$ cat config.mk
export PLATFORM = sky130hd
export DESIGN_NAME = sexpr_tokenizer_flat
export DESIGN_NICKNAME = d
export VERILOG_FILES = /design/src/design/stx_pkg.sv /design/src/design/stx_if.sv /design/src/design/stx_pos.sv /design/src/design/stx_step.sv /design/src/design/sexpr_tokenizer.sv /design/src/flat_wrapper.sv
export SDC_FILE = /design/constraint.sdc
export NUM_CORES = 1
export LEC_CHECK = 0
export ABC_AREA = 1
export BUFFER_PORTS_ARGS = -buffer_cell sky130_fd_sc_hd__buf_4
export CORE_MARGIN = 3
export CORE_UTILIZATION = 31
export CTS_CLUSTER_DIAMETER = 100
export DETAILED_ROUTE_END_ITERATION = 7
export PLACE_DENSITY = 0.49
export SLEW_MARGIN = 20
export SYNTH_ARGS = -nofsm -noshare
export SYNTH_HDL_FRONTEND = slang
export SYNTH_SLANG_ARGS = --single-unit
$ cat constraint.sdc
create_clock -name clk -period 7 [get_ports clk]
set_input_delay 1.4 -clock clk [delete_from_list [all_inputs] [get_ports clk]]
set_output_delay 1.4 -clock clk [all_outputs]
set_load 0.005 [all_outputs]
$ cat src/design/stx_pkg.sv
// stx_pkg: types, codes and character constants for the s-expression tokenizer.
// No dependencies; every other design file except stx_if.sv imports it.

package stx_pkg;

    typedef enum logic [2:0] {
        ST_WS       = 3'd0,
        ST_COMMENT  = 3'd1,
        ST_ATOM     = 3'd2,
        ST_ATOM_ESC = 3'd3,
        ST_STR      = 3'd4,
        ST_STR_ESC  = 3'd5
    } scan_state_t;

    localparam logic [1:0] KIND_PUNCT  = 2'd0;
    localparam logic [1:0] KIND_ATOM   = 2'd1;
    localparam logic [1:0] KIND_STRING = 2'd2;
    localparam logic [1:0] KIND_ERROR  = 2'd3;

    localparam logic [1:0] LIT_NONE  = 2'd0;
    localparam logic [1:0] LIT_TRUE  = 2'd1;
    localparam logic [1:0] LIT_FALSE = 2'd2;
    localparam logic [1:0] LIT_CHAR  = 2'd3;

    localparam logic [1:0] ERR_NONE       = 2'd0;
    localparam logic [1:0] ERR_END_STRING = 2'd1;
    localparam logic [1:0] ERR_END_ESCAPE = 2'd2;

    localparam logic MODE_TEXT = 1'b0;
    localparam logic MODE_END  = 1'b1;

    localparam int          TAB_WIDTH_BITS = 5;
    localparam logic [4:0]  TAB_RESET      = 5'd8;
    localparam int          LEN_BITS       = 16;
    localparam logic [15:0] LEN_MAX        = 16'hFFFF;

    localparam logic [7:0] CH_NL     = 8'h0A;
    localparam logic [7:0] CH_TAB    = 8'h09;
    localparam logic [7:0] CH_CR     = 8'h0D;
    localparam logic [7:0] CH_SPACE  = 8'h20;
    localparam logic [7:0] CH_QUOTE  = 8'h22;
    localparam logic [7:0] CH_HASH   = 8'h23;
    localparam logic [7:0] CH_PCT    = 8'h25;
    localparam logic [7:0] CH_APOS   = 8'h27;
    localparam logic [7:0] CH_LPAREN = 8'h28;
    localparam logic [7:0] CH_RPAREN = 8'h29;
    localparam logic [7:0] CH_COMMA  = 8'h2C;
    localparam logic [7:0] CH_SEMI   = 8'h3B;
    localparam logic [7:0] CH_AT     = 8'h40;
    localparam logic [7:0] CH_BSLASH = 8'h5C;
    localparam logic [7:0] CH_BTICK  = 8'h60;
    localparam logic [7:0] CH_UP_F   = 8'h46;
    localparam logic [7:0] CH_UP_T   = 8'h54;
    localparam logic [7:0] CH_LO_F   = 8'h66;
    localparam logic [7:0] CH_LO_T   = 8'h74;

    // Lexer control state that is independent of the position widths.
    typedef struct packed {
        scan_state_t     scan_state;
        logic            pend_valid;
        logic [15:0]     tok_length;
        logic [2:0][7:0] first_chars;
    } lex_ctl_t;

    localparam lex_ctl_t CTL_RESET = '{ST_WS, 1'b0, 16'd0, 24'd0};

    // What one byte does: next control state, token start update, result.
    typedef struct packed {
        lex_ctl_t    ctl;
        logic        clear;
        logic        mark_pre;
        logic        mark_post;
        logic        emit;
        logic [1:0]  kind;
        logic [15:0] length;
        logic [1:0]  lit_class;
        logic [7:0]  lit_char;
        logic [1:0]  err;
    } step_t;

endpackage

$ cat src/design/stx_if.sv
// stx_in_if / stx_out_if: valid-ready channels for text bytes and tokens.
// Depends on nothing; the position widths of the token channel follow its parameters.

interface stx_in_if;
    logic       valid;
    logic       ready;
    logic       mode;
    logic [7:0] text_byte;

    modport source (output valid, output mode, output text_byte, input ready);
    modport sink   (input valid, input mode, input text_byte, output ready);
endinterface

interface stx_out_if #(
    parameter int OFFSET_WIDTH = 24,
    parameter int ROW_WIDTH    = 20,
    parameter int COL_WIDTH    = 16
);
    logic                    valid;
    logic                    ready;
    logic [1:0]              token_kind;
    logic [OFFSET_WIDTH-1:0] start_offset;
    logic [15:0]             token_length;
    logic [ROW_WIDTH-1:0]    start_row;
    logic [COL_WIDTH-1:0]    start_column;
    logic [1:0]              literal_class;
    logic [7:0]              literal_char;
    logic [1:0]              error_code;

    modport source (
        output valid, output token_kind, output start_offset, output token_length,
        output start_row, output start_column, output literal_class,
        output literal_char, output error_code, input ready
    );
    modport sink (
        input valid, input token_kind, input start_offset, input token_length,
        input start_row, input start_column, input literal_class,
        input literal_char, input error_code, output ready
    );
endinterface

$ cat src/design/stx_pos.sv
// stx_pos: saturating position advance (offset, row, column) for one byte.
// Depends on stx_pkg for character and tab constants.

module stx_pos
    import stx_pkg::*;
#(
    parameter int OFFSET_WIDTH = 24,
    parameter int ROW_WIDTH    = 20,
    parameter int COL_WIDTH    = 16
) (
    input  logic [OFFSET_WIDTH-1:0]   cur_offset,
    input  logic [ROW_WIDTH-1:0]      cur_row,
    input  logic [COL_WIDTH-1:0]      cur_column,
    input  logic [7:0]                text_byte,
    input  logic [TAB_WIDTH_BITS-1:0] tab_width,
    output logic [OFFSET_WIDTH-1:0]   adv_offset,
    output logic [ROW_WIDTH-1:0]      adv_row,
    output logic [COL_WIDTH-1:0]      adv_column
);

    logic [COL_WIDTH:0] col_step;
    logic [COL_WIDTH:0] col_sum;

    assign adv_offset = (&cur_offset) ? cur_offset : cur_offset + 1'b1;

    always_comb
    begin
        if (text_byte == CH_TAB)
        begin
            col_step = (COL_WIDTH+1)'(tab_width);
        end
        else
        begin
            col_step = (COL_WIDTH+1)'(1);
        end
        col_sum = {1'b0, cur_column} + col_step;

        if (text_byte == CH_NL)
        begin
            adv_row    = (&cur_row) ? cur_row : cur_row + 1'b1;
            adv_column = '0;
        end
        else
        begin
            adv_row    = cur_row;
            adv_column = col_sum[COL_WIDTH] ? {COL_WIDTH{1'b1}} : col_sum[COL_WIDTH-1:0];
        end
    end

endmodule

$ cat src/design/stx_step.sv
// stx_step: lexer transition for one request: next control state, token
// start marking and the token result. Depends on stx_pkg.

module stx_step
    import stx_pkg::*;
(
    input  lex_ctl_t   ctl,
    input  logic       mode,
    input  logic [7:0] text_byte,
    output step_t      res
);

    function automatic logic is_space(input logic [7:0] c);
        return c == CH_SPACE || c == CH_TAB || c == CH_NL || c == CH_CR;
    endfunction

    function automatic logic is_punct(input logic [7:0] c);
        return c == CH_LPAREN || c == CH_RPAREN || c == CH_APOS ||
               c == CH_BTICK || c == CH_COMMA;
    endfunction

    logic       ws;
    logic       atom_end;
    logic       absorb;
    logic [1:0] lit_cls;
    logic [7:0] lit_chr;
    logic [7:0] c0;
    logic [7:0] c1;

    // #t, #f and #\c literal flags of the open atom
    always_comb
    begin
        c0      = ctl.first_chars[0];
        c1      = ctl.first_chars[1];
        lit_cls = LIT_NONE;
        lit_chr = 8'd0;
        if (c0 == CH_HASH)
        begin
            if (ctl.tok_length == 16'd2 && (c1 == CH_LO_T || c1 == CH_UP_T))
            begin
                lit_cls = LIT_TRUE;
            end
            else if (ctl.tok_length == 16'd2 && (c1 == CH_LO_F || c1 == CH_UP_F))
            begin
                lit_cls = LIT_FALSE;
            end
            else if (ctl.tok_length == 16'd3 && c1 == CH_BSLASH)
            begin
                lit_cls = LIT_CHAR;
                lit_chr = ctl.first_chars[2];
            end
        end
    end

    assign atom_end = is_space(text_byte) || text_byte == CH_LPAREN ||
                      text_byte == CH_RPAREN || text_byte == CH_SEMI;
    assign absorb   = text_byte == CH_LPAREN && ctl.tok_length == 16'd1 &&
                      (c0 == CH_HASH || c0 == CH_PCT);

    always_comb
    begin
        res       = '0;
        res.ctl   = ctl;
        res.kind  = KIND_PUNCT;
        res.err   = ERR_NONE;
        ws        = 1'b0;

        if (mode == MODE_END)
        begin
            res.clear = 1'b1;
            res.ctl   = CTL_RESET;
            if (ctl.pend_valid)
            begin
                res.emit   = 1'b1;
                res.kind   = KIND_PUNCT;
                res.length = 16'd1;
            end
            else
            begin
                case (ctl.scan_state)
                    ST_ATOM:
                    begin
                        res.emit      = 1'b1;
                        res.kind      = KIND_ATOM;
                        res.length    = ctl.tok_length;
                        res.lit_class = lit_cls;
                        res.lit_char  = lit_chr;
                    end
                    ST_STR:
                    begin
                        res.emit   = 1'b1;
                        res.kind   = KIND_ERROR;
                        res.length = ctl.tok_length;
                        res.err    = ERR_END_STRING;
                    end
                    ST_ATOM_ESC, ST_STR_ESC:
                    begin
                        res.emit   = 1'b1;
                        res.kind   = KIND_ERROR;
                        res.length = ctl.tok_length;
                        res.err    = ERR_END_ESCAPE;
                    end
                    default:
                    begin
                    end
                endcase
            end
        end
        else
        begin
            case (ctl.scan_state)
                ST_COMMENT:
                begin
                    if (text_byte == CH_NL)
                    begin
                        res.ctl.scan_state = ST_WS;
                    end
                end
                ST_ATOM, ST_ATOM_ESC:
                begin
                    if (ctl.scan_state == ST_ATOM && atom_end)
                    begin
                        res.ctl.scan_state = ST_WS;
                        res.emit           = 1'b1;
                        res.kind           = KIND_ATOM;
                        if (absorb)
                        begin
                            // "#(" or "%(": the paren belongs to the atom
                            res.ctl.first_chars[1] = text_byte;
                            res.ctl.tok_length     = 16'd2;
                            res.length             = 16'd2;
                        end
                        else
                        begin
                            res.length    = ctl.tok_length;
                            res.lit_class = lit_cls;
                            res.lit_char  = lit_chr;
                            ws            = 1'b1;
                        end
                    end
                    else
                    begin
                        if (ctl.tok_length < 16'd3)
                        begin
                            res.ctl.first_chars[ctl.tok_length[1:0]] = text_byte;
                        end
                        if (ctl.tok_length != LEN_MAX)
                        begin
                            res.ctl.tok_length = ctl.tok_length + 16'd1;
                        end
                        if (ctl.scan_state == ST_ATOM_ESC)
                        begin
                            res.ctl.scan_state = ST_ATOM;
                        end
                        else if (text_byte == CH_BSLASH)
                        begin
                            res.ctl.scan_state = ST_ATOM_ESC;
                        end
                    end
                end
                ST_STR:
                begin
                    if (text_byte == CH_QUOTE)
                    begin
                        res.emit           = 1'b1;
                        res.kind           = KIND_STRING;
                        res.length         = ctl.tok_length;
                        res.ctl.scan_state = ST_WS;
                    end
                    else
                    begin
                        if (ctl.tok_length != LEN_MAX)
                        begin
                            res.ctl.tok_length = ctl.tok_length + 16'd1;
                        end
                        if (text_byte == CH_BSLASH)
                        begin
                            res.ctl.scan_state = ST_STR_ESC;
                        end
                    end
                end
                ST_STR_ESC:
                begin
                    if (ctl.tok_length != LEN_MAX)
                    begin
                        res.ctl.tok_length = ctl.tok_length + 16'd1;
                    end
                    res.ctl.scan_state = ST_STR;
                end
                default:
                begin
                    res.ctl.scan_state = ST_WS;
                    ws                 = 1'b1;
                    if (ctl.pend_valid)
                    begin
                        res.ctl.pend_valid = 1'b0;
                        res.emit           = 1'b1;
                        res.kind           = KIND_PUNCT;
                        if (text_byte == CH_AT)
                        begin
                            res.length = 16'd2;
                            ws         = 1'b0;
                        end
                        else
                        begin
                            res.length = 16'd1;
                        end
                    end
                end
            endcase

            // byte seen from whitespace (also the byte that ends an atom)
            if (ws)
            begin
                if (is_space(text_byte))
                begin
                end
                else if (text_byte == CH_SEMI)
                begin
                    res.ctl.scan_state = ST_COMMENT;
                end
                else if (is_punct(text_byte))
                begin
                    res.mark_pre        = 1'b1;
                    res.ctl.tok_length  = 16'd0;
                    res.ctl.first_chars = '0;
                    res.ctl.pend_valid  = 1'b1;
                end
                else if (text_byte == CH_QUOTE)
                begin
                    res.mark_post       = 1'b1;
                    res.ctl.tok_length  = 16'd0;
                    res.ctl.first_chars = '0;
                    res.ctl.scan_state  = ST_STR;
                end
                else
                begin
                    res.mark_pre        = 1'b1;
                    res.ctl.tok_length  = 16'd1;
                    res.ctl.first_chars = {16'd0, text_byte};
                    res.ctl.scan_state  = (text_byte == CH_BSLASH) ? ST_ATOM_ESC : ST_ATOM;
                end
            end
        end
    end

endmodule

$ cat src/design/sexpr_tokenizer.sv
// sexpr_tokenizer: top level of the byte-serial s-expression tokenizer.
// Depends on stx_pkg, stx_in_if/stx_out_if, stx_step and stx_pos.

// One text byte (or end-of-text marker) is taken per clock while the input
// is ready. The lexer state and position counters update at the edge that
// accepts the byte; a token caused by it appears in the output register on
// the next cycle. The input is ready whenever the output register is empty
// or its token is being taken in the same cycle, so with a ready consumer
// the block sustains one byte per cycle. Punctuation is reported one byte
// late, when the following byte (or end of text) shows whether an '@' joins
// it. tab_width may be written only while no request is in flight.
module sexpr_tokenizer
    import stx_pkg::*;
#(
    parameter int OFFSET_WIDTH = 24,
    parameter int ROW_WIDTH    = 20,
    parameter int COL_WIDTH    = 16
) (
    input  logic                      clk,
    input  logic                      rst_n,
    stx_in_if.sink                    text,
    stx_out_if.source                 token,
    input  logic                      cfg_we,
    input  logic [TAB_WIDTH_BITS-1:0] cfg_data
);

    logic                      acc;
    step_t                     res;
    lex_ctl_t                  ctl_reg;
    logic [TAB_WIDTH_BITS-1:0] tab_width_reg;
    logic [OFFSET_WIDTH-1:0]   cur_offset_reg;
    logic [ROW_WIDTH-1:0]      cur_row_reg;
    logic [COL_WIDTH-1:0]      cur_column_reg;
    logic [OFFSET_WIDTH-1:0]   tok_offset_reg;
    logic [ROW_WIDTH-1:0]      tok_row_reg;
    logic [COL_WIDTH-1:0]      tok_column_reg;
    logic [OFFSET_WIDTH-1:0]   adv_offset;
    logic [ROW_WIDTH-1:0]      adv_row;
    logic [COL_WIDTH-1:0]      adv_column;

    logic                      out_valid_reg;
    logic [1:0]                kind_reg;
    logic [OFFSET_WIDTH-1:0]   offset_reg;
    logic [15:0]               length_reg;
    logic [ROW_WIDTH-1:0]      row_reg;
    logic [COL_WIDTH-1:0]      column_reg;
    logic [1:0]                lit_class_reg;
    logic [7:0]                lit_char_reg;
    logic [1:0]                err_reg;

    assign text.ready = !out_valid_reg || token.ready;
    assign acc        = text.valid && text.ready;

    stx_step u_step (
        .ctl       (ctl_reg),
        .mode      (text.mode),
        .text_byte (text.text_byte),
        .res       (res)
    );

    stx_pos #(
        .OFFSET_WIDTH (OFFSET_WIDTH),
        .ROW_WIDTH    (ROW_WIDTH),
        .COL_WIDTH    (COL_WIDTH)
    ) u_pos (
        .cur_offset (cur_offset_reg),
        .cur_row    (cur_row_reg),
        .cur_column (cur_column_reg),
        .text_byte  (text.text_byte),
        .tab_width  (tab_width_reg),
        .adv_offset (adv_offset),
        .adv_row    (adv_row),
        .adv_column (adv_column)
    );

    always_ff @(posedge clk or negedge rst_n)
    begin
        if (!rst_n)
        begin
            tab_width_reg <= TAB_RESET;
        end
        else if (cfg_we)
        begin
            tab_width_reg <= cfg_data;
        end
    end

    always_ff @(posedge clk or negedge rst_n)
    begin
        if (!rst_n)
        begin
            ctl_reg        <= CTL_RESET;
            cur_offset_reg <= '0;
            cur_row_reg    <= ROW_WIDTH'(1);
            cur_column_reg <= '0;
            tok_offset_reg <= '0;
            tok_row_reg    <= '0;
            tok_column_reg <= '0;
        end
        else if (acc)
        begin
            ctl_reg <= res.ctl;
            if (res.clear)
            begin
                cur_offset_reg <= '0;
                cur_row_reg    <= ROW_WIDTH'(1);
                cur_column_reg <= '0;
                tok_offset_reg <= '0;
                tok_row_reg    <= '0;
                tok_column_reg <= '0;
            end
            else
            begin
                cur_offset_reg <= adv_offset;
                cur_row_reg    <= adv_row;
                cur_column_reg <= adv_column;
                if (res.mark_pre)
                begin
                    tok_offset_reg <= cur_offset_reg;
                    tok_row_reg    <= cur_row_reg;
                    tok_column_reg <= cur_column_reg;
                end
                else if (res.mark_post)
                begin
                    // strings start after the opening quote
                    tok_offset_reg <= adv_offset;
                    tok_row_reg    <= adv_row;
                    tok_column_reg <= adv_column;
                end
            end
        end
    end

    always_ff @(posedge clk or negedge rst_n)
    begin
        if (!rst_n)
        begin
            out_valid_reg <= 1'b0;
        end
        else if (acc && res.emit)
        begin
            out_valid_reg <= 1'b1;
        end
        else if (token.ready)
        begin
            out_valid_reg <= 1'b0;
        end
    end

    always_ff @(posedge clk)
    begin
        if (acc && res.emit)
        begin
            kind_reg      <= res.kind;
            offset_reg    <= tok_offset_reg;
            length_reg    <= res.length;
            row_reg       <= tok_row_reg;
            column_reg    <= tok_column_reg;
            lit_class_reg <= res.lit_class;
            lit_char_reg  <= res.lit_char;
            err_reg       <= res.err;
        end
    end

    assign token.valid         = out_valid_reg;
    assign token.token_kind    = kind_reg;
    assign token.start_offset  = offset_reg;
    assign token.token_length  = length_reg;
    assign token.start_row     = row_reg;
    assign token.start_column  = column_reg;
    assign token.literal_class = lit_class_reg;
    assign token.literal_char  = lit_char_reg;
    assign token.error_code    = err_reg;

    a_end_resets: assert property (@(posedge clk) disable iff (!rst_n)
        acc && text.mode == MODE_END |=>
            ctl_reg.scan_state == ST_WS && !ctl_reg.pend_valid && cur_offset_reg == '0)
        else $error("end of text did not reset lexer state");

    a_row_nonzero: assert property (@(posedge clk) disable iff (!rst_n)
        cur_row_reg != '0)
        else $error("row counter reached zero");

    a_pend_in_ws: assert property (@(posedge clk) disable iff (!rst_n)
        ctl_reg.pend_valid |-> ctl_reg.scan_state == ST_WS)
        else $error("held punctuation outside whitespace state");

    a_atom_nonempty: assert property (@(posedge clk) disable iff (!rst_n)
        (ctl_reg.scan_state == ST_ATOM || ctl_reg.scan_state == ST_ATOM_ESC) |->
            ctl_reg.tok_length != 16'd0)
        else $error("open atom with zero length");

    a_token_from_request: assert property (@(posedge clk) disable iff (!rst_n)
        $rose(out_valid_reg) |-> $past(acc))
        else $error("token appeared without an accepted request");

endmodule

$ cat src/flat_wrapper.sv
// flat-port wrapper written by rule: the top's interface ports become plain ports
module sexpr_tokenizer_flat import stx_pkg::*;
#(
    parameter int OFFSET_WIDTH = 24,
    parameter int ROW_WIDTH    = 20,
    parameter int COL_WIDTH    = 16
)
  (clk, rst_n, cfg_we, cfg_data, text_valid, text_mode, text_text_byte, text_ready, token_valid, token_token_kind, token_start_offset, token_token_length, token_start_row, token_start_column, token_literal_class, token_literal_char, token_error_code, token_ready);
  stx_in_if text_i ();
  stx_out_if #(.OFFSET_WIDTH(OFFSET_WIDTH), .ROW_WIDTH(ROW_WIDTH), .COL_WIDTH(COL_WIDTH)) token_i ();
  input  logic clk;
  input  logic rst_n;
  input  logic cfg_we;
  input  logic [TAB_WIDTH_BITS-1:0] cfg_data;
  input wire logic [$bits(text_i.valid)-1:0] text_valid;
  input wire logic [$bits(text_i.mode)-1:0] text_mode;
  input wire logic [$bits(text_i.text_byte)-1:0] text_text_byte;
  output wire logic [$bits(text_i.ready)-1:0] text_ready;
  output wire logic [$bits(token_i.valid)-1:0] token_valid;
  output wire logic [$bits(token_i.token_kind)-1:0] token_token_kind;
  output wire logic [$bits(token_i.start_offset)-1:0] token_start_offset;
  output wire logic [$bits(token_i.token_length)-1:0] token_token_length;
  output wire logic [$bits(token_i.start_row)-1:0] token_start_row;
  output wire logic [$bits(token_i.start_column)-1:0] token_start_column;
  output wire logic [$bits(token_i.literal_class)-1:0] token_literal_class;
  output wire logic [$bits(token_i.literal_char)-1:0] token_literal_char;
  output wire logic [$bits(token_i.error_code)-1:0] token_error_code;
  input wire logic [$bits(token_i.ready)-1:0] token_ready;
  assign text_i.valid = text_valid;
  assign text_i.mode = text_mode;
  assign text_i.text_byte = text_text_byte;
  assign text_ready = text_i.ready;
  assign token_valid = token_i.valid;
  assign token_token_kind = token_i.token_kind;
  assign token_start_offset = token_i.start_offset;
  assign token_token_length = token_i.token_length;
  assign token_start_row = token_i.start_row;
  assign token_start_column = token_i.start_column;
  assign token_literal_class = token_i.literal_class;
  assign token_literal_char = token_i.literal_char;
  assign token_error_code = token_i.error_code;
  assign token_i.ready = token_ready;
  sexpr_tokenizer #(.OFFSET_WIDTH(OFFSET_WIDTH), .ROW_WIDTH(ROW_WIDTH), .COL_WIDTH(COL_WIDTH)) u_core (.clk(clk), .rst_n(rst_n), .text(text_i), .token(token_i), .cfg_we(cfg_we), .cfg_data(cfg_data));
endmodule
==> flow_summary.yaml, run 1 <==
sta:
  rsz0062_at_grt: "no"
  worst_slack_ns: 2.73
  finalSetupTns_ns: 0
  setup_violations: 0
  max-slew-margin-rel: 0.337
  achievable-frequency_ghz: 0.234
  timing.final.crit_period_ns: 4.27
  tightestPinTransition_ns: 0.992
  maxSlewViolCount: 0
  layout_worst_path_cycle_share: 0.610
  final.setup_skew_ns: 0.0191
  hold_viol: 0
job:
  timing.max_cap.violations: 0
placement:
  port_buffers: 110
  pre_cts_slack_ns: 1.87
  dp_cells: 2368
  globalplace.congestion: 0.912
  detailed_place_hpwl_um: 25900
  dpl-instance-area_sq_um: 15000
logic_synthesis:
  ys_types: 52
  netlist.area_leader.share: 0.307
  synth_top_area_cell: "sky130_fd_sc_hd__dfrtp_1"
  synth-edff-count: 90
  ff_latch_count_synth: 260
  synth_sequential_area_ratio: 0.508
  synth_nets: 1760
  ys_dominant_reg_cell: "sky130_fd_sc_hd__dfrtp_1"
  synthesis.yosys.warnings: 0
  yosysMostFrequentCell: "sky130_fd_sc_hd__nand2_1"
  synth-async-reset-ratio: 0.654
  netlist_instances: 1729
  synthesis.area_sq_um: 13700
  leading_post_synthesis_cells_by_cell_area: "sky130_fd_sc_hd__dfrtp_1, sky130_fd_sc_hd__edfxtp_1, sky130_fd_sc_hd__nand2_1, sky130_fd_sc_hd__o21ai_0, sky130_fd_sc_hd__nand3_1"
  netlist_top_cells_count: "sky130_fd_sc_hd__nand2_1, sky130_fd_sc_hd__dfrtp_1, sky130_fd_sc_hd__inv_1"
  synth_area_per_cell_sq_um: 7.92
critical_path:
  critical_path.endpoint_type: "register"
  timing.reg2reg.worst_path_depth: 13
  critical_path.n_buffers_inverters: 4
  timing.reg2reg.setup_slack_ns: 3.33
  worst-endpoint-required_ns: 7.26
  worst_path_dominant_cell_family: "simple AND/OR/NAND/NOR gates"
  critical_path.cell_chain: "buf_4, inv_2, nor2_1, nand2_1, nor2_4, nor2_2, nand4_2, nand2_1, nand4_1, nand3_1, inv_6, buf_4"
  worstSetupStartpointType: "input pin"
  regToRegStartpoint: "u_core.ctl_reg[42]"
  worst-setup-path-type: "input pin to register"
  crit_fanout: 79
  worst_path_max_delay_cell: "sky130_fd_sc_hd__inv_6"
  r2r_end: "u_core.tok_column_reg[15]"
  max_stage_delay_ns: 0.60
  worstPathArrival_ns: 4.53
floorplanning:
  boundaryPins: 111
  die_width_um: 216
  core_area_sq_um: 43400
  num_rows: 76
  dieArea_sq_um: 46700
  die_h_um: 216
  floorplan.initialDensity: 0.316
route:
  drt-vias-per-instance: 4.81
  wl_per_cell_um: 15.7
  via_count: 11672
  first_pass_iters: 5
  first_iter_violations: 700
  final_antenna_net_count: 0
  drt_wl_total_um: 38000
  drc_errors: 0
finish:
  largest_reg_flops: 44
  areaGrowthSynthToFinish_pct: 16.9
  post-route-cell-area_sq_um: 16000
  fin_nets: 1847
  diodes: 0
  layout-drive-gt1-share: 0.112
  final-instance-count-excl-fill: 2425
  nFillCells: 4602
worst_hold_path:
  worstHoldStart: "u_core.tok_row_reg[4]"
  timing.hold.worst_path_depth: 0
  min_path_type: "register to register"
  hold-path-endpoint: "u_core.token.start_row[4]"
pwr:
  internal-power_uw: 3000
  power.combinational.fraction: 0.236
  seq_power_share: 0.419
  static-leakage-power_uw: 0.00718
  ir_drop_mv: 0.164
  clock_power_share: 0.345
  cellPowerDensity_nw_per_um2: 280
  power_switching_share: 0.329
  total_switching_power_uw: 1470
global_route:
  initial_antenna_violation_count: 0
  grt_pass1_wl_um: 62200
  grt_overflow_total: 0
  grt_max_degree: 81
  grt_pass1_vias: 11511
  gr-usage-all-layers: 0.162
cts:
  clk_latency_ns: 0.57
  cts_sinks: 260
  postCtsResizedCells: 0
  htree_num_levels: 1
  clk_pin_slew_ns: 0.06
  ctsLongestPathBuffers: 3
  root_buffer: "sky130_fd_sc_hd__clkbuf_16"
  cts_tree: "done"
  cts.hold.buffers_added: 0
  cts_inserted_buffers: 31
  cts.repair_timing.setup_buffer_count: 0
outcome:
  status: "finished clean"
per-stage QoR:
step | total power (uW) | util | hold slack (ns)
floorplan | 2610 | - | 0.425
global placement | 2970 | 0.347 | 0.433
detailed placement | 2980 | 0.347 | 0.435
CTS | 4560 | 0.369 | 0.449
global route | 4780 | 0.369 | 0.453
finish | 4480 | 0.369 | 0.445
power groups by stage:
stage	clock (uW)	sequential [uW]	combinational, uW
6_report	1540	1880	1050
5_1_grt	1660	1900	1220
4_1_cts	1600	1880	1070
3_5_place_dp	0	1910	1070
3_3_place_gp	0	1910	1070
2_1_floorplan	0	1880	736
final cells by class:
cell class	count	area, sq um	area share
flip-flops and latches	260	6960	0.435
multi-input cells	1224	5770	0.360
repair buffers	121	912	0.0570
clock buffers	45	858	0.0536
well taps	585	732	0.0457
inverters	178	673	0.0420
clock inverters	12	110	0.00688
cells by family (layout without fill, tap and decap cells):
logic type | after synthesis | after routing | synth area share
AOI/OAI and AO/OA | 262 | 262 | 0.104
xor gates and xnor gates | 33 | 33 | 0.0211
adders and majority gates | 12 | 12 | 0.0115
buffers and inverters | 245 | 356 | 0.0714
DFF | 260 | 260 | 0.508
and+or+nand+nor | 917 | 917 | 0.284
worst max path at each step:
stage	start	endpoint	slack (ns)	cells past startpoint
2_1_floorplan	token_ready	u_core.token.error_code[0]	2.25	8
3_3_place_gp	text_text_byte[1]	u_core.token.token_length[13]	1.99	12
3_5_place_dp	text_text_byte[1]	u_core.token.start_row[7]	1.87	12
4_1_cts	text_text_byte[1]	u_core.token.start_row[6]	2.48	12
5_1_grt	text_text_byte[1]	u_core.tok_column_reg[15]	2.34	15
6_report	text_text_byte[1]	u_core.token.start_row[6]	2.73	12
worst reg2reg max path, delay by kind of cell, from the launching register on:
kind	cells	cell delay [ns]
DFF	1	0.41
buffers and inverters	4	1.21
and+or+nand+nor	9	1.93
layout by cell type, fill, tap and decap left out, drive strengths merged, types with 22 or more instances in the layout:
master and n:
nor3 44, a21oi 47, nand3 152, xor2 30, dfrtp 168, nand2 540, clkbuf 45, nor2 145
edfxtp 90, inv 177, nand4 22, o21ai 164, buf 121
per-layer routing:
metal	wire, um	part of all wire	GRT usage
met1	18100	0.48	0.227
met2	17500	0.46	0.268
met3	1650	0.043	0.0210
met4	782	0.021	0.0392
met5	0	0	0
(Power assumes the default switching activity.)
==> inputs of run 2 (changes only) <==
--- a/config.mk
+++ b/config.mk
@@ -11,7 +11,7 @@
 export CORE_UTILIZATION = 31
 export CTS_CLUSTER_DIAMETER = 100
 export DETAILED_ROUTE_END_ITERATION = 7
-export PLACE_DENSITY = 0.49
+export PLACE_DENSITY = 0.5
 export SLEW_MARGIN = 20
 export SYNTH_ARGS = -nofsm -noshare
 export SYNTH_HDL_FRONTEND = slang
==> constraint.sdc (replaced) <==
create_clock -name clk -period 3.75 [get_ports clk]
set_input_delay 0.75 -clock clk [delete_from_list [all_inputs] [get_ports clk]]
set_output_delay 0.75 -clock clk [all_outputs]
set_load 0.005 [all_outputs]
==> run 2 against run 1 <==
Net effect:
- worst hold slack got worse by 0.29 ns
- final cell count rose by 0.70%
- cell area rose by 1.8%
- sequential power rose by 87%
- global-route usage rose by 0.054 points
- flip-flop and latch count did not move
- clock power rose by 110%
- routed wire length rose by 0.66%
- die area did not move
==> flow_summary.yaml, run 2 (synthesis gave the netlist of run 1 again) <==
route:
  first_pass_iters: 5
  drt-vias-per-instance: 4.89
  drc_errors: 0
  first_iter_violations: 722
  via_count: 11941
  drt_wl_total_um: 38300
  wl_per_cell_um: 15.7
  final_antenna_net_count: 0
critical_path:
  regToRegStartpoint: "u_core.ctl_reg[42]"
  crit_fanout: 10
  critical_path.endpoint_type: "register"
  worst-setup-path-type: "input pin to register"
  startpoint_of_the_worst_setup_timing_path: "text_text_byte[4]"
  worstSetupStartpointType: "input pin"
  worst-endpoint-required_ns: 4.20
  worstPathArrival_ns: 3.53
sta:
  setup_violations: 0
  final.setup_skew_ns: 0.0269
  achievable-frequency_ghz: 0.325
  finalSetupTns_ns: 0
  timing.hold.ws_ns: 0.159
  max-slew-margin-rel: 0.426
  layout_worst_path_cycle_share: 0.820
  hold_viol: 0
  rsz0062_at_grt: "no"
  timing.final.crit_period_ns: 3.08
  maxSlewViolCount: 0
  tightestPinTransition_ns: 0.862
finish:
  fin_nets: 1864
  post-route-cell-area_sq_um: 16300
  layout-drive-gt1-share: 0.124
  areaGrowthSynthToFinish_pct: 19.0
  diodes: 0
  largest_reg_flops: 44
  mostFrequentLayoutCell: "sky130_fd_sc_hd__nand2_1"
  final_cell_mix: "sky130_fd_sc_hd__nand2_1, sky130_fd_sc_hd__dfrtp_1, sky130_fd_sc_hd__inv_1"
  final-instance-count-excl-fill: 2442
  finalCoreUtilization: 0.376
floorplanning:
  floorplan.initialDensity: 0.316
  num_rows: 76
  core_area_sq_um: 43400
  die_width_um: 216
  boundaryPins: 111
  die_h_um: 216
  dieArea_sq_um: 46700
placement:
  dpl-instance-area_sq_um: 15200
  port_buffers: 110
  dp_cells: 2386
  globalplace.congestion: 0.891
  detailed_place_hpwl_um: 26500
global_route:
  grt_overflow_total: 0
  grt_pass1_wl_um: 62500
  grt_pass1_vias: 11641
  grt_max_degree: 81
  gr-usage-all-layers: 0.162
  initial_antenna_violation_count: 1
pwr:
  internal-power_uw: 5870
  ir_drop_mv: 0.304
  static-leakage-power_uw: 0.00731
  total_switching_power_uw: 2830
  clock_power_share: 0.365
  power.combinational.fraction: 0.232
  cellPowerDensity_nw_per_um2: 534
  power_switching_share: 0.326
  seq_power_share: 0.403
cts:
  cts.repair_timing.setup_buffer_count: 0
  clk_latency_ns: 0.58
  htree_num_levels: 1
  cts_sinks: 260
  ctsLongestPathBuffers: 3
  clk_pin_slew_ns: 0.06
  cts_inserted_buffers: 30
  postCtsResizedCells: 0
  root_buffer: "sky130_fd_sc_hd__clkbuf_16"
  cts_tree: "done"
  cts.hold.buffers_added: 0
outcome:
  status: "finished clean"
job:
  timing.max_cap.violations: 0
worst_hold_path:
  min_path_type: "input pin to async pin"
-- run 2: layer usage --
metal	track usage	share of wire
met5	0	0.00052
met4	0.0403	0.018
met3	0.0254	0.050
met2	0.261	0.45
met1	0.231	0.49
-- run 2: worst max-delay path: stages --
cell,delay [ns]
sky130_fd_sc_hd__buf_4,0.14
sky130_fd_sc_hd__nor2_1,0.14
sky130_fd_sc_hd__nand2_1,0.14
sky130_fd_sc_hd__nor2_1,0.20
sky130_fd_sc_hd__inv_1,0.06
sky130_fd_sc_hd__nor2_1,0.11
sky130_fd_sc_hd__buf_4,0.15
sky130_fd_sc_hd__nand2_1,0.05
sky130_fd_sc_hd__ha_1,0.23
sky130_fd_sc_hd__fa_1,0.43
sky130_fd_sc_hd__nand3_1,0.11
sky130_fd_sc_hd__nand2_1,0.10
sky130_fd_sc_hd__nand2_1,0.09
sky130_fd_sc_hd__nand2_1,0.11
sky130_fd_sc_hd__nand3_1,0.11
sky130_fd_sc_hd__buf_4,0.19
sky130_fd_sc_hd__nand3_1,0.11
sky130_fd_sc_hd__nand3_1,0.09
sky130_fd_sc_hd__o21ai_0,0.07
sky130_fd_sc_hd__nand2_1,0.07
sky130_fd_sc_hd__nand2_1,0.06
-- run 2: final timing paths --
kind                                           endpoint  slack (ns)  depth (start not counted)
min reg2reg                u_core.token.start_column[7]        0.44                          0
max reg2reg                       u_core.tok_row_reg[6]        0.82                         14
min                               u_core.tok_row_reg[3]        0.16                          1
max in group asynchronous            u_core.ctl_reg[32]        2.74                          2
max                            u_core.tok_column_reg[5]        0.67                         21
min in group clk                u_core.tab_width_reg[0]        0.39                          3
-- run 2: area by class of cell --
class	count	area, sq um
clock buffers	37	838
clock inverters	19	243
fillers	4570	27100
inverters	178	672
multi-input cells	1224	5770
flip-flops and latches	260	6960
well taps	585	732
repair buffers	139	1080
-- run 2: power by group through the flow --
stage | logic (uW) | registers [uW] | clock network (uW)
after global routing | 2320 | 3550 | 3390
after floorplan | 1380 | 3500 | 0
final | 2020 | 3510 | 3180
after CTS | 2050 | 3510 | 3280
after detailed placement | 2040 | 3560 | 0
after global placement | 2030 | 3550 | 0
-- run 2: through the flow --
stage | setup slack [ns] | power (uW)
6_report | 0.674 | 8700
5_1_grt | 0.349 | 9250
4_1_cts | 0.734 | 8840
3_5_place_dp | 0.134 | 5600
3_3_place_gp | 0.257 | 5580
2_1_floorplan | 0.149 | 4870
